### src/rtl/bds2_pkg.sv
`default_nettype none
package bds2_pkg;

  // Fixed widths of the ports and registers
  localparam int PIX_W      = 8;   // one channel of a pixel
  localparam int NUM_CH     = 4;   // channel lanes on the ports
  localparam int SUM_W      = PIX_W + 1;  // horizontal pair sum
  localparam int DIM_W      = 13;  // width / height registers
  localparam int CNT_W      = 3;   // channel count register
  localparam int CFG_IDX_W  = 2;
  localparam int CFG_DATA_W = DIM_W;
  localparam int CMP_W      = 15;  // room for positions, 2*dw and y+1

  localparam int QUEUE_DEPTH = 4;

  localparam int DEF_MAX_WIDTH    = 4096;
  localparam int DEF_MAX_CHANNELS = 4;

  // Register indexes on the config port
  localparam logic [CFG_IDX_W-1:0] REG_SRC_WIDTH     = 2'd0;
  localparam logic [CFG_IDX_W-1:0] REG_SRC_HEIGHT    = 2'd1;
  localparam logic [CFG_IDX_W-1:0] REG_CHANNEL_COUNT = 2'd2;

  localparam logic [DIM_W-1:0] RST_SRC_WIDTH     = 13'd1;
  localparam logic [DIM_W-1:0] RST_SRC_HEIGHT    = 13'd1;
  localparam logic [CNT_W-1:0] RST_CHANNEL_COUNT = 3'd4;

  // What the back end has to do with one queued pair
  typedef struct packed {
    logic wr;    // top row of a block: store the pair sum
    logic rd;    // bottom row: fetch the stored sum and emit a pixel
    logic last;  // emitted pixel closes the image
  } bds2_flags_t;

endpackage
`default_nettype wire

### src/rtl/bds2_front.sv
`default_nettype none
module bds2_front #(
  parameter int MAX_WIDTH    = bds2_pkg::DEF_MAX_WIDTH,
  parameter int MAX_CHANNELS = bds2_pkg::DEF_MAX_CHANNELS,
  parameter int IW           = 1,
  parameter int XW           = 1
) (
  input  wire logic                                                  clk,
  input  wire logic                                                  rst,
  input  wire logic [bds2_pkg::DIM_W-1:0]                            src_width,
  input  wire logic [bds2_pkg::DIM_W-1:0]                            src_height,
  input  wire logic                                                  in_valid,
  input  wire logic                                                  in_stall,
  input  wire logic [bds2_pkg::NUM_CH-1:0][bds2_pkg::PIX_W-1:0]      in_pix,
  output      logic                                                  push,
  output      bds2_pkg::bds2_flags_t                                 push_flags,
  output      logic [IW-1:0]                                         push_idx,
  output      logic [MAX_CHANNELS-1:0][bds2_pkg::SUM_W-1:0]          push_pair
);
  import bds2_pkg::*;

  logic [XW-1:0]    x;
  logic [XW-1:0]    x_next;
  logic [DIM_W-1:0] y;
  logic [DIM_W-1:0] y_next;
  logic [MAX_CHANNELS-1:0][PIX_W-1:0] held;

  logic             acc;
  logic [DIM_W-1:0] w0, w, h, dw, dh;
  logic [CMP_W-1:0] xe, ye, we, he, dwe, dhe;
  logic             col_left, col_right, row_top, row_bot;
  logic [MAX_CHANNELS-1:0][PIX_W-1:0] left;

  assign acc = in_valid && !in_stall;

  always_comb begin
    w0 = (src_width == '0) ? DIM_W'(1) : src_width;
    w  = (int'(w0) > MAX_WIDTH) ? DIM_W'(MAX_WIDTH) : w0;
    h  = (src_height == '0) ? DIM_W'(1) : src_height;
    dw = ((w >> 1) == '0) ? DIM_W'(1) : (w >> 1);
    dh = ((h >> 1) == '0) ? DIM_W'(1) : (h >> 1);
    xe  = CMP_W'(x);
    ye  = CMP_W'(y);
    we  = CMP_W'(w);
    he  = CMP_W'(h);
    dwe = CMP_W'(dw);
    dhe = CMP_W'(dh);

    if (w == DIM_W'(1)) begin
      col_left  = (xe == '0);
      col_right = (xe == '0);
    end else begin
      col_left  = (xe < (dwe << 1)) && !xe[0];
      col_right = (xe < (dwe << 1)) && xe[0];
    end
    if (h == DIM_W'(1)) begin
      row_top = (ye == '0);
      row_bot = (ye == '0);
    end else begin
      row_top = (ye < (dhe << 1)) && !ye[0];
      row_bot = (ye < (dhe << 1)) && ye[0];
    end

    // width 1: the left pixel is the current one
    for (int c = 0; c < MAX_CHANNELS; c++) begin
      left[c]      = col_left ? in_pix[c] : held[c];
      push_pair[c] = {1'b0, left[c]} + {1'b0, in_pix[c]};
    end

    push            = acc && col_right;
    push_flags.wr   = row_top;
    push_flags.rd   = row_bot;
    push_flags.last = ((xe >> 1) == (dwe - CMP_W'(1))) &&
                      ((ye >> 1) == (dhe - CMP_W'(1)));
    push_idx        = IW'(xe >> 1);

    if ((xe + CMP_W'(1)) >= we) begin
      x_next = '0;
      y_next = ((ye + CMP_W'(1)) >= he) ? '0 : DIM_W'(ye + CMP_W'(1));
    end else begin
      x_next = XW'(xe + CMP_W'(1));
      y_next = y;
    end
  end

  always_ff @(posedge clk) begin
    if (rst) begin
      x    <= '0;
      y    <= '0;
      held <= '0;
    end else if (acc) begin
      x <= x_next;
      y <= y_next;
      if (col_left) begin
        for (int c = 0; c < MAX_CHANNELS; c++) begin
          held[c] <= in_pix[c];
        end
      end
    end
  end

endmodule
`default_nettype wire

### config.mk
export PLATFORM = sky130hd
export DESIGN_NAME = bds2_front
export DESIGN_NICKNAME = d
export VERILOG_FILES = /design/src/rtl/bds2_pkg.sv /design/src/rtl/bds2_front.sv
export SDC_FILE = /design/constraint.sdc
export NUM_CORES = 1
export LEC_CHECK = 0
export ABC_CLOCK_PERIOD_IN_PS = 9570
export CORE_UTILIZATION = 50
export DETAILED_ROUTE_END_ITERATION = 8
export DONT_BUFFER_PORTS = 1
export PLACE_DENSITY_LB_ADDON = 0.1
export RECOVER_POWER = 50
export SLEW_MARGIN = 20
export SYNTH_ARGS = -nofsm -noshare
export SYNTH_HDL_FRONTEND = slang
export SYNTH_SLANG_ARGS = --single-unit
### constraint.sdc
create_clock -name clk -period 9.57 [get_ports clk]
set_clock_uncertainty 0.1 [all_clocks]
set_input_delay 1.914 -clock clk [delete_from_list [all_inputs] [get_ports clk]]
set_output_delay 1.914 -clock clk [all_outputs]
set_load 0.01 [all_outputs]
# == Word level (Yosys, flattened, before mapping) ==
# Index checks and enable logic that the tools add are counted.
# totals
regBits,46
latch_bits,0
ram_bits,0
mem_bits_ro,0
in_bits,62
wordCells,56
mem_count,0
# classes
add_sub_neg,8
mul,0
div,0
order_cmp,5
eq_ne,3
shifts,0
n_mux,15
bitwise,1
n_reduce_logical,18
# ops
cell,count
logical NOT 13 bit,5
2-to-1 mux 13 bit,4
adder 8 x 8 -> 9 bit,4
2-to-1 mux 8 bit,4
greater-or-equal comparator 15 x 13 -> 1 bit,2
"== test 13 x 1 -> 1 bit, second input constant",2
"subtractor 12 x 1 -> 13 bit, second input constant",2
2-to-1 mux 12 bit,2
== test 12 x 15 -> 1 bit,1
logical NOT 15 bit,1
"adder 13 x 1 -> 14 bit, second input constant",1
"greater-than comparator 13 bit, second input constant",1
less-than comparator 1 x 13 -> 1 bit,1
less-than comparator 13 bit,1
logical AND 1 bit,7
2-to-1 mux 1 bit,5
AND reduction 2 bit,2
logical NOT 1 bit,3
"adder 1 x 1 -> 2 bit, second input constant",1
inverter 1 bit,1

# == Depth between registers and ports, before layout ==
# depth
word_depth,11
ltp_mapped,14

# == Worst setup path before layout ==
# No wires, ideal clock.
# synth_path
kind,input to output
from,in src_height[5] (netlist bit)
to,out push_flags[0] (netlist bit)
arrival_time_ns,4.309
t_required_ns,7.556
path_slack_ns,3.247
stages,10
n_path_buf,1
cell_sequence,clkbuf_1 > inv_1 > and3_1 > a21oi_1 > ha_1 > nor4b_1 > xnor2_1 > or3_1 > a211o_1 > a2111oi_2
# synth_rtl
item,line_no,source
from (decl),bds2_front.sv:11,"input wire logic [bds2_pkg::DIM_W-1:0] src_height,"
to (decl),bds2_front.sv:16,"output bds2_pkg::bds2_flags_t push_flags,"

==> run metrics <==
Crit-path slowest cell=a2111oi_2; hold slack=349 ps; drt initial violations=83; die height=98.5 um; top cells by area, synth=dfxtp_1 (20%), ha_1 (17%), nand2_1 (8.0%); Port Buffers=0; placed cells=680; FFs w/ async S/R, synth=0; total grt overflow=0; peak supply drop=0.0000592 V; Crit path largest cell delay=470 ps; Bufs on Longest Clock Path=2; CTS sink count=46; Post-Route WL=10.4 mm; post-synthesis cell area=4660 sq um; EDFF count, synth=0; Reg clk slew, reported paths=80 ps; Die Area=9700 sq um; area occupied by multi-input gates=3430 sq um; Synth top area share=0.198; Hold Startpoint=held[5]; Gate power share=0.328; crit end category=primary output; global-route wire length before repair=17.3 mm; crit-path max FO=6; register area share after synthesis=0.198; routing usage on met3=0.0511; part of the power in registers=0.416; Worst Max-Slew Pin Slew=2010 ps; Remaining DRCs=8; Hold Fails Final Rpt=0; CP arrival=4420 ps; via count of the first global-routing pass=3748; CP Cell Sequence=nor4_4 > and3_1 > a21oi_1 > ha_1 > nor4b_1 > xnor2_1 > or3_1 > a211o_1 > a2111oi_2; fraction of synthesized area in multiplexers=0.0763; Antenna Nets Post-Route=0; type of the worst setup path=in -> out; worst reg2reg setup slack=5860 ps; CTS Buf Count=5; beginning of the critical path=src_height[9]; Compound-Gate Fraction of Synth Area=0.169; status=complete, but fails checks; routed vias=3926; max cap viols=1; post-CTS setup buffer count=0; failing checks=DRC, capacitance limit, slew limit; Hold WC Path Type=reg -> reg; max-slew violations=34; GR Util met1=0.257; GRT busiest layer=met2; Post-Syn Nets=734; synth unique cells=56; M2 GR Usage=0.394; Starting Density=0.526; largest net degree at the start of global routing=44; fmax=0.155 GHz; Die X=98.5 um; ys flop type=dfxtp_1; antenna violations before repair=0; pwr/cell area=104 nW/um^2; Final #Nets=707; Routed wire per std cell=15.1 um; leak pwr=1.98 nW; layout cell share with drive strength beyond 1=0.0759; largest area contributor in the netlist=dfxtp_1; cell-internal power=0.000325 W; Area Growth Syn to Fin=1.69%; Setup TNS=0 ps; Placer Congestion=0.818; minimum clock period=6430 ps; fillers=856; Synth Register Bits=46; post-DR vias/cell=5.71; CTS resizes=0; xor/xnor share of the synthesized area=0.0922; Worst setup SP type=input pin; ANT cells=0; Core Box Area=8850 sq um; NetSw=0.000166 W; non-filler instance count after layout=688; largest family of logic cells by synthesized area=simple AND/OR/NAND/NOR gates; TritonRoute pass-1 iters=6; post-DP HPWL=7.91 mm; RSZ-0062 raised after global routing=false; Clock Latency Late Sink=300 ps; clk root buf=clkbuf_8; max_slew headroom=-0.342; storage element area=922 sq um; Site Rows=34; adder-cell share of the synthesized area=0.186; H-tree depth=2; fin crit share=0.672; post-synthesis cell count=606; Worst EP required=7560 ps; GRT Total Usage=0.217; Clock power frac=0.256; hold_buf cts=0; Simple-Gate Fraction of Synth Area=0.211; yosys warns=0; worst r2r src=y[0]; setup-violating endpoint count in the final report=0; syn avg cell area=7.68 sq um; # IOs=103; Sw Share=0.338; CTS tree=done
==> power groups by stage <==
stage	clock network (W)	registers (W)	logic (W)
floorplan	0	0.000205	0.000146
global placement	0	0.000209	0.000159
detailed placement	0	0.000209	0.000162
CTS	0.000129	0.000205	0.000163
global route	0.000139	0.000206	0.000180
finish	0.000126	0.000205	0.000161
==> metal layers <==
layer | wire (um) | part of all wire
met2 | 5050 | 0.49
met3 | 633 | 0.061
met5 | 0 | 0
met4 | 104 | 0.010
met1 | 4600 | 0.44
==> layout by cell type, fill, tap and decap left out, types with 6 or more instances in the layout <==
master,count
nand2_1,99
ha_1,62
a21oi_1,56
dfxtp_1,45
inv_1,41
xnor2_1,40
nor2_1,30
mux2_2,28
o21ai_0,24
nand3_1,16
nor3_1,12
a21o_1,10
nand2b_1,9
xor2_1,9
nor2b_1,8
o21ai_1,6
clkbuf_8,6
==> path summary, 6_finish.rpt <==
check | end | cells past startpoint
setup reg to reg | y[5] | 11
hold / removal | held[5] | 2
hold reg to reg | held[5] | 2
setup / recovery | push_flags[0] | 9
==> Yosys cell counts, drive strengths merged, types with 8 or more instances <==
master,count
xor2,9
dfxtp,46
ha,62
nor2,31
nand3,16
a21o,10
nand2b,9
mux2,28
nand2,99
xnor2,40
inv,41
nor2b,8
clkbuf,24
o21ai,30
buf,11
a21oi,56
nor3,12
==> per-stage QoR <==
stage / util / cell area [sq um] / worst slack, ps / total power [W]
after floorplan: - / 4660 / 3250 / 0.000351
after global placement: 0.525 / 4640 / 3210 / 0.000368
after detailed placement: 0.525 / 4640 / 3110 / 0.000372
after CTS: 0.535 / 4740 / 3110 / 0.000497
after global routing: 0.535 / 4740 / 2960 / 0.000525
final: 0.535 / 4740 / 3140 / 0.000492
==> kinds of logic after synthesis <==
logic type | count (synthesis)
and+or+nand+nor | 206
AOI/OAI and AO/OA | 129
buffers and inverters | 76
adders and majority gates | 67
xor gates and xnor gates | 49
DFF | 46
muxes | 32
other | 1
==> flip-flops by register name, indices dropped and copies added, names as in the netlist <==
name and count:
x 1, held 32, y 13
==> critical path, delay by kind of cell <==
family,cells,cell delay [ps]
AO/OA/AOI/OAI,3,870
adder cells (fa/ha/maj),1,250
XOR/XNOR,1,130
AND/OR/NAND/NOR,4,1250
==> final cells by class <==
type	instances	area share
Multi-Input combinational cell	484	0.723
Inverter	41	0.0325
Timing Repair Buffer	1	0.00159
Sequential cell	46	0.195
Clock buffer	7	0.0182
Clock inverter	1	0.00106
Tap cell	108	0.0285
(Power assumes the default switching activity.)
