`src/rtl/bds2_pkg.sv`:
```
`default_nettype none
package bds2_pkg;

  // Fixed widths of the ports and registers
  localparam int PIX_W      = 8;   // one channel of a pixel
  localparam int NUM_CH     = 4;   // channel lanes on the ports
  localparam int SUM_W      = PIX_W + 1;  // horizontal pair sum
  localparam int DIM_W      = 13;  // width / height registers
  localparam int CNT_W      = 3;   // channel count register
  localparam int CFG_IDX_W  = 2;
  localparam int CFG_DATA_W = DIM_W;
  localparam int CMP_W      = 15;  // room for positions, 2*dw and y+1

  localparam int QUEUE_DEPTH = 4;

  localparam int DEF_MAX_WIDTH    = 4096;
  localparam int DEF_MAX_CHANNELS = 4;

  // Register indexes on the config port
  localparam logic [CFG_IDX_W-1:0] REG_SRC_WIDTH     = 2'd0;
  localparam logic [CFG_IDX_W-1:0] REG_SRC_HEIGHT    = 2'd1;
  localparam logic [CFG_IDX_W-1:0] REG_CHANNEL_COUNT = 2'd2;

  localparam logic [DIM_W-1:0] RST_SRC_WIDTH     = 13'd1;
  localparam logic [DIM_W-1:0] RST_SRC_HEIGHT    = 13'd1;
  localparam logic [CNT_W-1:0] RST_CHANNEL_COUNT = 3'd4;

  // What the back end has to do with one queued pair
  typedef struct packed {
    logic wr;    // top row of a block: store the pair sum
    logic rd;    // bottom row: fetch the stored sum and emit a pixel
    logic last;  // emitted pixel closes the image
  } bds2_flags_t;

endpackage
`default_nettype wire

```
`src/rtl/bds2_back.sv`:
```
`default_nettype none
module bds2_back #(
  parameter int MAX_CHANNELS = bds2_pkg::DEF_MAX_CHANNELS,
  parameter int IW           = 1,
  parameter int LINE_DEPTH   = 2
) (
  input  wire logic                                              clk,
  input  wire logic                                              rst,
  input  wire logic [bds2_pkg::CNT_W-1:0]                        channel_count,
  input  wire logic                                              q_valid,
  input  wire bds2_pkg::bds2_flags_t                             q_flags,
  input  wire logic [IW-1:0]                                     q_idx,
  input  wire logic [MAX_CHANNELS-1:0][bds2_pkg::SUM_W-1:0]      q_pair,
  output      logic                                              pop,
  output      logic                                              out_valid,
  input  wire logic                                              out_stall,
  output      logic [bds2_pkg::NUM_CH-1:0][bds2_pkg::PIX_W-1:0]  out_pix,
  output      logic                                              out_last
);
  import bds2_pkg::*;

  localparam int LW = MAX_CHANNELS * SUM_W;

  // pair-sum line buffer, one entry per output column
  logic [LW-1:0] line_mem [LINE_DEPTH];

  logic [MAX_CHANNELS-1:0][SUM_W-1:0] rdata;
  logic [MAX_CHANNELS-1:0][SUM_W-1:0] hold_pair;
  logic                               hold_bypass;
  logic [MAX_CHANNELS-1:0][SUM_W-1:0] top;
  logic                               slot_free;

  assign slot_free = !out_valid || !out_stall;
  assign pop       = q_valid && (!q_flags.rd || slot_free);
  // single-row source: the pair stored this cycle is its own top row
  assign top       = hold_bypass ? hold_pair : rdata;

  always_ff @(posedge clk) begin
    if (pop && q_flags.wr) begin
      line_mem[q_idx] <= q_pair;
    end
    if (pop && q_flags.rd) begin
      rdata       <= line_mem[q_idx];
      hold_pair   <= q_pair;
      hold_bypass <= q_flags.wr;
      out_last    <= q_flags.last;
    end
  end

  always_ff @(posedge clk) begin
    if (rst) begin
      out_valid <= 1'b0;
    end else if (pop && q_flags.rd) begin
      out_valid <= 1'b1;
    end else if (!out_stall) begin
      out_valid <= 1'b0;
    end
  end

  for (genvar c = 0; c < NUM_CH; c++) begin : g_ch
    if (c < MAX_CHANNELS) begin : g_used
      logic [SUM_W:0] quad;
      assign quad       = {1'b0, hold_pair[c]} + {1'b0, top[c]};
      assign out_pix[c] = (CNT_W'(c) < channel_count) ? quad[SUM_W:2] : '0;
    end else begin : g_unused
      assign out_pix[c] = '0;
    end
  end

endmodule
`default_nettype wire

```
`config.mk`:
```
export PLATFORM = sky130hd
export DESIGN_NAME = bds2_back
export DESIGN_NICKNAME = d
export VERILOG_FILES = /design/src/rtl/bds2_pkg.sv /design/src/rtl/bds2_back.sv
export SDC_FILE = /design/constraint.sdc
export NUM_CORES = 1
export LEC_CHECK = 0
export ABC_AREA = 1
export BUFFER_PORTS_ARGS = -buffer_cell sky130_fd_sc_hd__buf_4
export CAP_MARGIN = 20
export CORE_MARGIN = 1
export CORE_UTILIZATION = 63
export DETAILED_ROUTE_END_ITERATION = 8
export GPL_ROUTABILITY_DRIVEN = 0
export PLACE_DENSITY = 0.88
export SLEW_MARGIN = 20
export SYNTH_ARGS = -nofsm -noshare
export SYNTH_HDL_FRONTEND = slang
export SYNTH_SLANG_ARGS = --single-unit
```
`constraint.sdc`:
```
create_clock -name clk -period 6.2 [get_ports clk]
set_input_delay 0.93 -clock clk [delete_from_list [all_inputs] [get_ports clk]]
set_output_delay 0.93 -clock clk [all_outputs]
set_load 0.005 [all_outputs]
```
# Word level (Yosys, flattened, before mapping)

Memories as Yosys holds them, arrays and structs flattened. A register that Yosys moved wholly into a read port is not among the register bits.
Cells that the tools add are included.

Register bits after elaboration: 39
Input bits: 47
Latch bits: 0
Memory bits (read-only): 0
Memory bits (writable): 72
Memories kept: 1
Output and inout bits: 35
Word-level logic and storage cells: 34

Mux-type cells: 9
Add/subtract/negate cells: 4
$mul: 0
Equal/unequal tests: 1
Order comparisons: 4
Reduce and logical (&&, ||, !) cells: 8
Shift operators: 0
Div/mod/pow operators: 0
Bitwise operators: 0

Memories:

| memory   | depth | bits a word | read ports | clocked after Yosys merged registers in | wr ports | line            | RTL |
|---|---|---|---|---|---|---|---|
| line_mem | 2     | 36          | 1          | 1                                       | 1        | bds2_back.sv:25 | `logic [LW-1:0] line_mem [LINE_DEPTH];` |

Operators with widths:

| operator             | count |
|---|---|
| $add A9 B9 Y10       | 4 |
| $mux W36             | 1 |
| $mux W8              | 4 |
| $lt A1 B3 Y1 const A | 2 |
| $lt A2 B3 Y1 const A | 2 |
| $mux W1              | 4 |
| $logic_and A1 B1 Y1  | 3 |
| $logic_not A1 Y1     | 3 |
| $logic_or A1 B1 Y1   | 2 |
| $ne A2 B1 Y1 const B | 1 |

# Logic depth before layout (Yosys ltp)

Depth after elaboration: 7
Gate-level depth with buffers: 14
Gate-level depth less buffers: 12

# Worst setup path after synthesis

No wires, ideal clock.

Kind: input to register
Start: in q_idx
End: mem line_mem[0][0] (netlist name) (enable)
Stages: 3
Slack: 2.940 ns
Data arrival time: 2.831 ns
Library setup time: 0.429 ns
Cells stage by stage: clkbuf_1 buf_2 nor2_1

RTL lines:

| element     | line            | RTL |
|---|---|---|
| from (decl) | bds2_back.sv:12 | `input wire logic [IW-1:0] q_idx,` |
| to (decl)   | bds2_back.sv:25 |  |

No word-level cell before the write port.

==> flow_summary.ini <==
[worst_setup_path]
path_class = reg -> out
r2r_slack_ns = 4.37
worst_setup_path_end_kind = output pin
ff2ff_path_depth = 6
start_kind = flip-flop
worst_ep_arrival_time_ns = 2.94
max_stage_delay_ns = 0.40
path_cells = buf_4 -> inv_8 -> nand2_1 -> nand2_1 -> ha_1 -> a21oi_1 -> nand2_2 -> a21oi_1 -> nand2_1 -> nand2_1 -> nor2_1 -> buf_4
worst_r2r_startpoint = out_valid
crit_path_max_fanout = 36
worst_path_most_repeated_cell = sky130_fd_sc_hd__nand2_1
worst_r2r_end = rdata[3]
slowest_cell_on_the_critical_path = sky130_fd_sc_hd__buf_4
required_time_of_the_critical_path_ns = 5.27

[timing]
report.final.slew_viol_count = 0
tns_ns = 0
finalHoldViolCount = 0
fin_worst_hold_slack_ns = 0.5118
post_route_clock_skew_ns = 0.01023
fmaxAchievable_ghz = 0.2585
setup_violations = 0
max_slew.worst_pin.slew_ns = 0.9805
finalCritPeriodShare_pct = 62.41
finalWorstPathRequiredPeriod_ns = 3.869
setup_repair_after_global_routing_missed_its_margin = false
maxSlewHeadroom_pct = 34.64

[logic_synthesis]
sequential_share_of_the_synthesized_area_pct = 62.57
synthesis.instances = 705
syn_nets = 784
synth_flop_cell = sky130_fd_sc_hd__edfxtp_1
synthDominantAreaCellType = sky130_fd_sc_hd__edfxtp_1
synth.ff_latch_count = 147
syn-mean-instance-area_sq_um = 9.985
synth.lib_cells_used.distinct = 26
synth_top_area_share_pct = 62.28
synth_enable_flop_cells = 146
ys_top_cells_by_area = sky130_fd_sc_hd__edfxtp_1 (62%), sky130_fd_sc_hd__nand2_1 (15%), sky130_fd_sc_hd__ha_1 (5.7%)
yosysWarnings = 0
postSynth.asyncResetShare_pct = 0
synth.cell_area_sq_mm = 0.007039

[route]
route.antenna.remaining_nets = 0
route.detailed.vias_per_inst = 5.521
detail_route.wl_per_cell_um = 15.79
vias = 5223
post-route-drc-count = 0
detail_route.wirelength_um = 14940
dr.first_iter.drc_count = 465
drt_pre_antenna_iters = 7

[cells_and_area]
most_common_library_cell_in_the_layout_ignoring_fill_and_taps = sky130_fd_sc_hd__nand2_1
nets = 873
multi_input_comb_area_sq_mm = 0.002258
layout-area-overhead-vs-synth_pct = 19.84
n_antenna_cell = 0
final_cell_count_no_fill = 946
post-route-util_pct = 77.82
fill_cells = 631
ff_latch_area_sq_mm = 0.004404
finalInstanceArea_sq_mm = 0.008436
mostFrequentLayoutCells = sky130_fd_sc_hd__nand2_1 (290), sky130_fd_sc_hd__edfxtp_1 (146), sky130_fd_sc_hd__buf_4 (83)
layout-drive-gt1-share_pct = 17.87

[hold_path]
whs_endpoint = rdata[22]
min-delay-start = line_mem[0][22]
worst_hold_path.num_cells = 2
worst_hold_path_type = reg -> reg

[placed_design]
dp.cells = 913
buffer_ports.inserted = 81
placement.cell_area_sq_mm = 0.007784
dpl.hpwl_um = 8960

[cts]
cts_root_buffer = sky130_fd_sc_hd__clkbuf_8
numClockSinks = 147
clock_tree_from_tritoncts = done
cts_setup_buffers = 0
clkTransAtPathRegs_ns = 0.06
post_cts_resized = 0
skew_pair_late_insertion_delay_ns = 0.53
cts_hold_buffers = 0
cts_max_level = 4
cts_max_path_buffers = 2
tritoncts_buffers = 17

[pwr]
share_comb_of_total_power_pct = 12.3
portion_of_total_power_attributed_to_sequential_cells_pct = 46.0
powerDensity_mw_per_mm2 = 296.7
net-switching-power_mw = 0.5879
cell_internal_pwr_mw = 1.915
switching_share_pct = 23.49
vdd.ir_drop.worst_mv = 0.1904
total_leakage_power_nw = 3.867
power.clock.fraction_pct = 41.7

[die]
placementRows = 38
io-pin-count = 82
core-area_sq_mm = 0.01084
initial_core_util_pct = 64.94
die_y_um = 107.7
die_area_sq_mm = 0.01160
die_w_um = 107.7

[global_routing]
antenna_found_initial = 0
largest_net_degree_at_the_start_of_global_routing = 75
grt_pass1_vias = 5202
grt_util_all_layers_pct = 27.27
grt_remaining_overflow = 0
grt_first_pass_wirelength_um = 23600

[outcome]
run_status = complete, no violations

[job]
drv_cap = 0
-- flip-flops by register name (all words and copies together), names as in the netlist --
signal       cells
hold_bypass      1
line_mem        72
hold_pair       36
rdata           36
out_valid        1
out_last         1
-- worst max-delay path by stage --
stage,slack [ns],startpoint,depth (start not counted),endpoint
after floorplan,2.94,q_idx,3,line_mem[0][0]
after global placement,3.09,hold_bypass,12,out_pix[22]
after detailed placement,2.98,hold_bypass,12,out_pix[22]
after CTS,2.35,hold_bypass,12,out_pix[11]
after global routing,2.11,hold_bypass,12,out_pix[21]
final,2.33,hold_bypass,12,out_pix[11]
-- per-layer routing --
layer	routed length [um]	GRT usage (%)	part of all wire, %	vias to the layer above
met1	5632	30.14	38	2460
met2	8045	50.14	54	216
li1	-	-	-	2503
met5	0	0	0	-
met3	835	4.782	5.6	44
met4	424	13.60	2.8	0
-- final cells by class --
type                    instances  share of cell area (%)
multi-input cells             459                   26.77
inverters                      84                   3.827
clock buffers                  19                   4.999
flip-flops and latches        147                   52.21
well taps                     140                   2.077
clock inverters                12                   2.166
repair buffers                 85                   7.950
-- logic make-up (layout without fill, tap and decap cells) --
logic type / count (synthesis) / after routing / share of synthesized area (%)
and+or+nand+nor: 355 / 355 / 20.73
buffers and inverters: 99 / 200 / 5.563
adders and majority gates: 32 / 32 / 5.688
AOI/OAI and AO/OA: 72 / 72 / 5.457
DFF: 147 / 147 / 62.57
-- synthesized netlist by cell type (2+ instances only) --
library cell,instances
sky130_fd_sc_hd__o21ai_0,20
sky130_fd_sc_hd__clkbuf_1,9
sky130_fd_sc_hd__nand2_1,290
sky130_fd_sc_hd__nand3_2,5
sky130_fd_sc_hd__o21ai_1,2
sky130_fd_sc_hd__a21oi_1,39
sky130_fd_sc_hd__nor3_1,4
sky130_fd_sc_hd__inv_2,3
sky130_fd_sc_hd__inv_1,80
sky130_fd_sc_hd__nand2_4,4
sky130_fd_sc_hd__a31oi_1,4
sky130_fd_sc_hd__nor2_1,21
sky130_fd_sc_hd__edfxtp_1,146
sky130_fd_sc_hd__nand4_1,4
sky130_fd_sc_hd__nand3_1,14
sky130_fd_sc_hd__nand2_2,13
sky130_fd_sc_hd__ha_1,32
sky130_fd_sc_hd__buf_2,4
sky130_fd_sc_hd__o21bai_1,4
-- worst max-delay path, delay by kind of cell (launching register included) --
kind,cells,cell delay [ns]
AOI/OAI and AO/OA,2,0.47
adders and majority gates,1,0.36
buffers and inverters,3,0.73
DFF,1,0.34
and+or+nand+nor,6,0.50
-- stage by stage --
stage,power [mW],setup slack [ns]
floorplan,1.346,2.940
global placement,1.449,3.088
detailed placement,1.467,2.983
CTS,2.498,2.352
global route,2.585,2.106
finish,2.502,2.331
-- power groups by stage --
stage	logic, mW	clock network [mW]	registers, mW
6_report	0.308	1.04	1.15
2_1_floorplan	0.176	0	1.17
3_5_place_dp	0.295	0	1.17
5_1_grt	0.343	1.09	1.15
4_1_cts	0.302	1.04	1.15
3_3_place_gp	0.280	0	1.17
Power figures use the tool's default switching activity.
