===== src/rtl/bds2_pkg.sv =====
`default_nettype none
package bds2_pkg;

  // Fixed widths of the ports and registers
  localparam int PIX_W      = 8;   // one channel of a pixel
  localparam int NUM_CH     = 4;   // channel lanes on the ports
  localparam int SUM_W      = PIX_W + 1;  // horizontal pair sum
  localparam int DIM_W      = 13;  // width / height registers
  localparam int CNT_W      = 3;   // channel count register
  localparam int CFG_IDX_W  = 2;
  localparam int CFG_DATA_W = DIM_W;
  localparam int CMP_W      = 15;  // room for positions, 2*dw and y+1

  localparam int QUEUE_DEPTH = 4;

  localparam int DEF_MAX_WIDTH    = 4096;
  localparam int DEF_MAX_CHANNELS = 4;

  // Register indexes on the config port
  localparam logic [CFG_IDX_W-1:0] REG_SRC_WIDTH     = 2'd0;
  localparam logic [CFG_IDX_W-1:0] REG_SRC_HEIGHT    = 2'd1;
  localparam logic [CFG_IDX_W-1:0] REG_CHANNEL_COUNT = 2'd2;

  localparam logic [DIM_W-1:0] RST_SRC_WIDTH     = 13'd1;
  localparam logic [DIM_W-1:0] RST_SRC_HEIGHT    = 13'd1;
  localparam logic [CNT_W-1:0] RST_CHANNEL_COUNT = 3'd4;

  // What the back end has to do with one queued pair
  typedef struct packed {
    logic wr;    // top row of a block: store the pair sum
    logic rd;    // bottom row: fetch the stored sum and emit a pixel
    logic last;  // emitted pixel closes the image
  } bds2_flags_t;

endpackage
`default_nettype wire


===== src/rtl/bds2_queue.sv =====
`default_nettype none
module bds2_queue #(
  parameter int W = 1
) (
  input  wire logic         clk,
  input  wire logic         rst,
  input  wire logic         push,
  input  wire logic [W-1:0] din,
  input  wire logic         pop,
  output      logic         full,
  output      logic         nonempty,
  output      logic [W-1:0] dout
);
  import bds2_pkg::*;

  localparam int PW = $clog2(QUEUE_DEPTH);

  logic [W-1:0]  slots [QUEUE_DEPTH];
  logic [PW-1:0] wptr;
  logic [PW-1:0] rptr;
  logic [PW:0]   count;

  assign full     = (count == (PW+1)'(QUEUE_DEPTH));
  assign nonempty = (count != '0);
  assign dout     = slots[rptr];

  always_ff @(posedge clk) begin
    if (push) begin
      slots[wptr] <= din;
    end
  end

  always_ff @(posedge clk) begin
    if (rst) begin
      wptr  <= '0;
      rptr  <= '0;
      count <= '0;
    end else begin
      if (push) wptr <= wptr + PW'(1);
      if (pop)  rptr <= rptr + PW'(1);
      unique case ({push, pop})
        2'b10:   count <= count + (PW+1)'(1);
        2'b01:   count <= count - (PW+1)'(1);
        default: count <= count;
      endcase
    end
  end

endmodule
`default_nettype wire


===== config.mk =====
export PLATFORM = sky130hd
export DESIGN_NAME = bds2_queue
export DESIGN_NICKNAME = d
export VERILOG_FILES = /design/src/rtl/bds2_pkg.sv /design/src/rtl/bds2_queue.sv
export SDC_FILE = /design/constraint.sdc
export NUM_CORES = 1
export LEC_CHECK = 0
export BUFFER_PORTS_ARGS = -buffer_cell sky130_fd_sc_hd__buf_2
export CAP_MARGIN = 25
export CORE_AREA = 5 5 42 44
export CTS_BUF_LIST = sky130_fd_sc_hd__clkbuf_8 sky130_fd_sc_hd__clkbuf_16
export DETAILED_ROUTE_END_ITERATION = 10
export DIE_AREA = 0 0 47 49
export PLACE_DENSITY = 0.68
export SETUP_SLACK_MARGIN = 0.3
export SYNTH_ARGS = -nofsm -noshare
export SYNTH_HDL_FRONTEND = slang
export SYNTH_SLANG_ARGS = --single-unit

===== constraint.sdc =====
create_clock -name clk -period 2.4 [get_ports clk]
set_input_delay 0.24 -clock clk [delete_from_list [all_inputs] [get_ports clk]]
set_output_delay 0.24 -clock clk [all_outputs]
set_load 0.1 [all_outputs]

======== Word level (Yosys, flattened, before mapping) ========
Memories as Yosys holds them, arrays and structs flattened. A register that Yosys moved wholly into a read port is not among the register bits.
Cells that the tools add are included.
word-level totals
  memories kept ........................... 1
  bits in writable memories ............... 4
  output and inout port bits .............. 3
  bits of input ports ..................... 5
  logic and storage cells ................. 18
  memory bits (read-only) ................. 0
  bits in latches ......................... 0
  register bits ........................... 7
memory list
  memory  words  bits a word  read ports  clocked after memory_dff  write ports  line              RTL
  slots   4      1            1           1                         1            bds2_queue.sv:18  logic [W-1:0] slots [QUEUE_DEPTH];
operators by class
  shifts and indexed selects .............. 0
  eq/ne operators ......................... 3
  $lt $le $gt $ge ......................... 0
  divide/modulo/power cells ............... 0
  add/sub/neg operators ................... 4
  $mul .................................... 0
  bitwise operators ....................... 0
  reductions and logical operators ........ 2
  mux-type cells .......................... 5
operators with widths
  operator                                           number
  case mux 3 bit (2 select lines)                    1
  adder 2 x 1 -> 2 bit (second input constant)       2
  two-way mux 2 bit                                  2
  adder 3 x 1 -> 3 bit (second input constant)       1
  == test 3 bit (second input constant)              1
  nonzero test 3 bit                                 1
  subtractor 3 x 1 -> 3 bit (second input constant)  1
  == test 2 x 1 -> 1 bit (second input constant)     1
  == test 2 bit (second input constant)              1
  two-way mux 1 bit                                  2
  nonzero test 2 bit                                 1

======== Depth between registers and ports, before layout ========
Gate-level depths: netlist of the first run.
  depth after elaboration ................. 3
  depth in mapped cells ................... 6

======== Least setup slack after synthesis of the first run ========
Ideal clock, no wire load.
  kind .................................... reg2out
  start ................................... register count[0]
  end ..................................... output port full
  data required time ...................... 2.160 ns
  path buffers ............................ 0
  arrival time ............................ 2.564 ns
  cell stages (with the launch flop) ...... 2
  slack ................................... -0.404 ns
  cells stage by stage .................... dfxtp_1 > nor3b_1
between the ends
  word-level cells in the longest chain between the ends .. 1
RTL lines
  item                      line              RTL
  start: declaration        bds2_queue.sv:21  logic [PW:0] count;
  start signal: assignment  bds2_queue.sv:42  2'b10: count <= count + (PW+1)'(1);
  start signal: assignment  bds2_queue.sv:43  2'b01: count <= count - (PW+1)'(1);
  start signal: assignment  bds2_queue.sv:44  default: count <= count;
  == test 3 bit             bds2_queue.sv:23  assign full = (count == (PW+1)'(QUEUE_DEPTH));
  end: declaration          bds2_queue.sv:10  output logic full,
No other way between the ends.

==> key figures, run 1 <==
Setup path
  – CP max stage cell: mux4_2
  – Worst Path Class, Setup: flop to primary output
  – CP Launch Type: flop
  – Crit-path cells: mux4_2 -> buf_2
  – CP top delay family: multiplexers
  – CP Max Fanout: 1
  – WP data required: 2160 ps
  – Arrival @ worst endpoint: 1390 ps
  – CP max stage delay: 470 ps
  – Reg-to-Reg Start: count[0]
  – Crit end category: primary output
  – Worst Setup SP: slots[3]
  – Bufs and invs on worst path: 1

Global routing
  – Largest net degree at the start of global routing: 9
  – Grt ovf: 0
  – First-pass GRT wire length: 1420 um
  – Vias in the first global route: 340
  – GRT Util Overall: 9.51%
  – Initial antenna violation count: 0

STA
  – Layout Skew: 5.02 ps
  – Final setup fails: 0
  – Setup TNS: 0 ps
  – Relative slew margins: 67.7%
  – Final-report max-slew violation count: 0
  – Max frequency: 0.614 GHz
  – Fin crit period: 1630 ps
  – RSZ-0062 raised after global routing: false
  – Worst-margin pin slew: 487 ps
  – Fin. Hold Viols: 0
  – Hold_ws: 212 ps
  – Final period utilization: 67.8%

Power and ir drop
  – Worst vdd ir: 0.000500 V
  – Overall power: 0.000596 W
  – Pleak: 0.294 nW
  – Net Switching: 0.000194 W
  – Clk pwr share: 31.3%
  – Switching part of the total: 32.6%
  – PD cells: 889 mW/mm^2
  – Register share of total power: 44.5%
  – Comb pwr share: 24.2%
  – Internal power: 0.000402 W

Place
  – GP Congestion: 0.625
  – DP Area: 626 um^2
  – DPL Wire Length: 639 um
  – PortBufs: 7

Yosys
  – Mapped Nets: 59
  – Syn_area_per_cell: 11.9 um^2
  – Seq/Total Area, Yosys: 52.7%
  – Syn Inst Count: 48
  – Post-Syn Area: 569 um^2
  – Synth cell types: 17
  – Yosys warnings: 0
  – Yosys reg bits: 13

Finish
  – Final nets: 70
  – # diodes: 0
  – Area occupied by multi-input gates: 259 um^2
  – Share of layout cells above drive strength 1: 20.7%
  – Synth-to-Final Area Change: 17.8%
  – Reg area: 300 um^2
  – Design Area, Final: 671 um^2
  – Fillers: 146

Job
  – Max Cap Violations: 0

Clocking
  – CTS H-Tree Depth: 1
  – CTS sink count: 13
  – Cts hold-fix bufs: 0
  – Clock Path Buffers: 2
  – CTS resizes: 0
  – TritonCTS clock tree: built
  – Clk pin slew, worst setup/hold paths: 50 ps
  – Setup Buffers After CTS: 0
  – Number of CTS-inserted buffers: 3
  – Root Driver: clkbuf_8
  – Later-pin clock latency in the skew report: 240 ps

Route
  – Initial DRC count: 8
  – Drt wl/cell: 10.9 um
  – Via density: 4.45
  – 1st-pass router iterations: 3
  – Residual DRC: 0
  – ANT nets after route: 0
  – Vias: 329
  – Final wirelength: 803 um

Floorplanning
  – Floorplan Core Area: 0.00140 mm^2
  – Die Y: 49 um
  – Die area: 0.00230 mm^2
  – Initial Util: 40.6%
  – Rows: 14
  – Die X: 47 um
  – IO Count: 8

Min path
  – HP Class: input port to flop
  – Hold_sp: din

Run status
  – Status: completed
## cells in the final DEF, fill, tap and decap left out, drive strengths merged
cell type	n
ha	5
xnor2	3
xor2	2
nor2	7
mux4	1
dfxtp	9
fa	1
or3	2
edfxtp	4
clkbuf	3
a21oi	1
o21ai	1
nor3b	1
buf	7
inv	4
mux2i	2
nand2	1
and2	4
## cell usage after synthesis
master,instances,area share [%]
edfxtp_1,4,21
nor2_1,7,4.6
clkbuf_1,1,0.66
mux4_2,1,4.0
xnor2_1,3,4.6
nand2_1,1,0.66
ha_1,5,11
xor2_1,2,3.1
a21oi_1,1,0.88
and2_1,4,4.4
mux2i_1,2,3.5
inv_1,3,2.0
fa_1,1,3.5
o21ai_0,1,0.88
nor3b_1,1,1.3
or3_1,2,2.2
dfxtp_1,9,32
## power groups by stage
stage               logic, W  clock network [W]  registers, W
finish              0.000144           0.000187      0.000265
global route        0.000156           0.000209      0.000269
CTS                 0.000146           0.000195      0.000266
detailed placement  0.000145                  0      0.000270
global placement    0.000144                  0      0.000269
floorplan           0.000125                  0      0.000266
## path summary, 6_finish.rpt
kind	endpoint	slack, ps	cells past startpoint
setup reg to reg	count[2]	960	4
hold reg to reg	count[2]	500	2
setup / recovery	dout	770	2
hold / removal	slots[0]	210	1
## area by class of cell
class | instances | share of cell area [%]
clock buffers | 3 | 6.16
clock inverters | 1 | 0.560
inverters | 3 | 1.68
multi-input cells | 31 | 38.6
flip-flops and latches | 13 | 44.8
well taps | 16 | 2.99
repair buffers | 7 | 5.22
## per-stage QoR
| step | utilization, % | setup slack, ps | instances |
|---|---|---|---|
| after detailed placement | 44.6 | 687 | 70 |
| after CTS | 47.9 | 743 | 74 |
| after global placement | 44.6 | 711 | 70 |
| final | 47.9 | 772 | 74 |
| after floorplan | - | 581 | 48 |
| after global routing | 47.9 | 732 | 74 |
## logic make-up after synthesis
kind of cell    count (synthesis)  share of synthesized area [%]
simple gates                   15                           13.2
flops                          13                           52.7
fa+ha+maj                       6                           14.5
xor+xnor                        5                           7.69
buf+inv                         4                           2.64
mux                             3                           7.47
compound gates                  2                           1.76
## routing by layer
metal / global-route usage (%) / vias to the layer above / routed length, um
met5: 0 / - / 0
met4: 9.68 / 0 / 35
met3: 3.32 / 3 / 40
met2: 13.8 / 7 / 387
met1: 9.70 / 143 / 340
li1: - / 176 / -
Note: power is estimated with default switching activity, not from simulation.
==> run 2, diff against run 1 <==
Settings changed: ABC_AREA from default to 1, CORE_AREA 5 5 42 44 to default, CORE_MARGIN from default to 5, CORE_UTILIZATION from default to 45, DIE_AREA 0 0 47 49 to default, PLACE_DENSITY 0.68 to 0.71.
Clock period 2.4 ns to 1.5 ns, I/O delays scaled along.
==> run 2 against run 1 <==
Critical path depth grew 2. Sequential share of layout area shrank 5.5 points. Hold slack lost 110 ps. Non-clock buffer count grew 2. Setup slack lost 540 ps. Clock skew grew 1.3 ps. Synthesized area grew 5.1%. Clock power grew 64%. Cell count grew 31%. Synthesized cell count grew 44%. Highest routed layer unchanged.
==> key figures, run 2 <==
Yosys
  – Syn Inst Count: 69 (+44%)
  – Mapped Nets: 80 (+36%)
  – Yosys reg bits: 13 (unchanged)
  – Post-Syn Area: 598 um^2 (+5.1%)
  – Biggest area consumer among synthesized cells: dfxtp_1
  – Yosys warnings: 0 (unchanged)
  – Most used DFF post-synth: dfxtp_1
  – Syn_area_per_cell: 8.67 um^2 (-27%)
  – Synth cell types: 14 (-3)
  – Post-synth top cells: inv_1, nor2_1, nand2_1, dfxtp_1, o21ai_0
  – Post-synthesis async set-or-reset flop share: 0% (unchanged)
  – Seq/Total Area, Yosys: 50.2% (-2.5 points)
  – Synth area leaders: dfxtp_1, edfxtp_1, ha_1
  – Post-synth EDFFs: 4 (unchanged)
  – Synth top area share: 30.1% (-1.5 points)

Finish
  – Most frequent cells in the layout: nor2_1, inv_1, nand2_1
  – Final nets: 94 (+34%)
  – Synth-to-Final Area Change: 33.1%
  – # diodes: 0 (unchanged)
  – Non-Filler Instances: 97 (+31%)
  – Share of layout cells above drive strength 1: 31.7% (+11 points)
  – Most common cell after layout, fill and taps aside: nor2_1
  – Fillers: 106 (-27%)

STA
  – Fin. Hold Viols: 0 (unchanged)
  – Worst-margin pin slew: 239 ps (-249 ps)
  – Max frequency: 0.788 GHz
  – RSZ-0062 raised after global routing: true
  – Setup TNS: 0 ps (unchanged)
  – Final setup fails: 0 (unchanged)
  – Relative slew margins: 84.0% (+16 points)
  – Fin crit period: 1270 ps
  – Layout Skew: 6.27 ps (+1.25 ps)
  – Final period utilization: 84.6%
  – Final-report max-slew violation count: 0 (unchanged)

Floorplanning
  – Die area: 0.00216 mm^2 (-6.3%)
  – Initial Util: 46.5% (+5.9 points)
  – Die X: 46.5 um (-1.2%)
  – Rows: 13 (-1)
  – Floorplan Core Area: 0.00128 mm^2 (-8.3%)
  – Die Y: 46.5 um (-5.2%)
  – IO Count: 8 (unchanged)

Min path
  – HP Class: input port to flop
  – Hold Crit Depth: 2 (+1)
  – Hold_sp: rst
  – Hold Path End: count[0]

Clocking
  – Root Driver: clkbuf_8
  – CTS sink count: 13 (unchanged)
  – TritonCTS clock tree: built
  – Cts hold-fix bufs: 0 (unchanged)
  – Clock Path Buffers: 2 (unchanged)
  – CTS H-Tree Depth: 1 (unchanged)
  – Clk pin slew, worst setup/hold paths: 60 ps (about the same)
  – Number of CTS-inserted buffers: 3 (unchanged)
  – Later-pin clock latency in the skew report: 240 ps (about the same)

Setup path
  – Arrival @ worst endpoint: 1120 ps (-270 ps)
  – Reg-to-Reg Start: count[1]
  – WP data required: 1350 ps (-810 ps)
  – Worst Path Class, Setup: flop to primary output
  – Reg-to-reg critical path endpoint: count[1]
  – R2R setup slack: 330 ps (-630 ps)
  – CP Launch Type: flop
  – R2R depth: 3 (-1)
  – Crit end category: primary output
  – CP Max Fanout: 3 (+2)

Route
  – Vias: 454 (+38%)
  – Drt wl/cell: 9.90 um (-8.8%)
  – ANT nets after route: 0 (unchanged)
  – Residual DRC: 0 (unchanged)
  – Initial DRC count: 0 (-8)
  – 1st-pass router iterations: 1 (-2)
  – Final wirelength: 960 um (+20%)
  – Via density: 4.68 (+5.3%)

Place
  – PortBufs: 7 (unchanged)
  – DPL Wire Length: 696 um (+8.8%)
  – GP Congestion: 0.674 (+7.9%)
  – Placed cells: 91 (+30%)

Power and ir drop
  – PD cells: 1260 mW/mm^2 (+42%)
  – Overall power: 0.00100 W (+68%)
  – Pleak: 0.377 nW (+28%)
  – Worst vdd ir: 0.000516 V (+3.3%)

Global routing
  – GRT Util Overall: 10.7% (+1.2 points)
  – Largest net degree at the start of global routing: 9 (unchanged)
  – Initial antenna violation count: 0 (unchanged)
  – Grt ovf: 0 (unchanged)
  – First-pass GRT wire length: 1590 um (+12%)
  – Vias in the first global route: 393 (+16%)

Job
  – Max Cap Violations: 0 (unchanged)

Run status
  – Status: completed
-- run 2: cell types whose count changed after synthesis, sizes merged, moves of 2 or more --
cell   delta
a21oi     +3
and2      -4
inv      +10
mux2i     -2
nand2     +9
nor2      +5
o21ai     +6
or3       -2
xnor2     -3
-- run 2: stage by stage --
step | hold slack [ps] | worst slack (ps) | instance area (um^2) | util, %
2_1_floorplan | 222 | 189 | 622 | -
3_3_place_gp | 342 | 88.3 | 691 | 53.7
3_5_place_dp | 346 | 66.5 | 691 | 53.7
4_1_cts | 75.2 | 222 | 768 | 59.8
5_1_grt | 105 | 167 | 796 | 61.9
6_report | 99.6 | 231 | 796 | 61.9
-- run 2: area by class of cell --
| cell class | count | area (um^2) | share of cell area (%) |
|---|---|---|---|
| flip-flops and latches | 13 | 313 | 39.3 |
| clock inverters | 1 | 5.00 | 0.629 |
| repair buffers | 9 | 86.3 | 10.8 |
| inverters | 13 | 48.8 | 6.13 |
| clock buffers | 3 | 41.3 | 5.19 |
| well taps | 15 | 18.8 | 2.36 |
| multi-input cells | 43 | 283 | 35.5 |
-- run 2: worst max-delay path, stage by stage (launching register included) --
cell and delay (ps):
dfxtp_4 350, buf_4 130, o21ai_2 140, o21ai_4 80
buf_12 170
-- run 2: per-layer routing --
metal	vias to the layer above	global-route usage, %	share of wire (%)
met3	4	3.52	3.8
met1	202	12.4	42
li1	243	-	-
met4	0	6.82	2.0
met2	5	16.8	52
met5	-	0	0
-- run 2: how the worst max path moves through the flow --
| stage | endpoint | from | cells after the start |
|---|---|---|---|
| floorplan | full | count[2] | 2 |
| global placement | count[2] | push | 9 |
| detailed placement | count[2] | push | 9 |
| CTS | dout | flop | 6 |
| global route | dout | flop | 6 |
| finish | dout | flop | 4 |
-- run 2: logic make-up after synthesis --
kind of cell	count (synthesis)	share of synthesized area, %
compound gates	11	9.20
buf+inv	13	8.16
simple gates	24	15.7
xor+xnor	2	2.93
flops	13	50.2
fa+ha+maj	6	13.8
-- run 2: power breakdown --
| part | switching, W | internal [W] |
|---|---|---|
| sequential | 0.0000297 | 0.000396 |
| clock | 0.000123 | 0.000183 |
| combinational | 0.000178 | 0.0000946 |
| total | 0.000331 | 0.000673 |
-- run 2: timing repair --
| item | 4_1_cts | 5_1_grt |
|---|---|---|
| resized for setup | 14 | 5 |
| endpoints found under the setup margin | 5 | 4 |
| pin swaps | 2 | 5 |
| setup buffers | 0 | 2 |
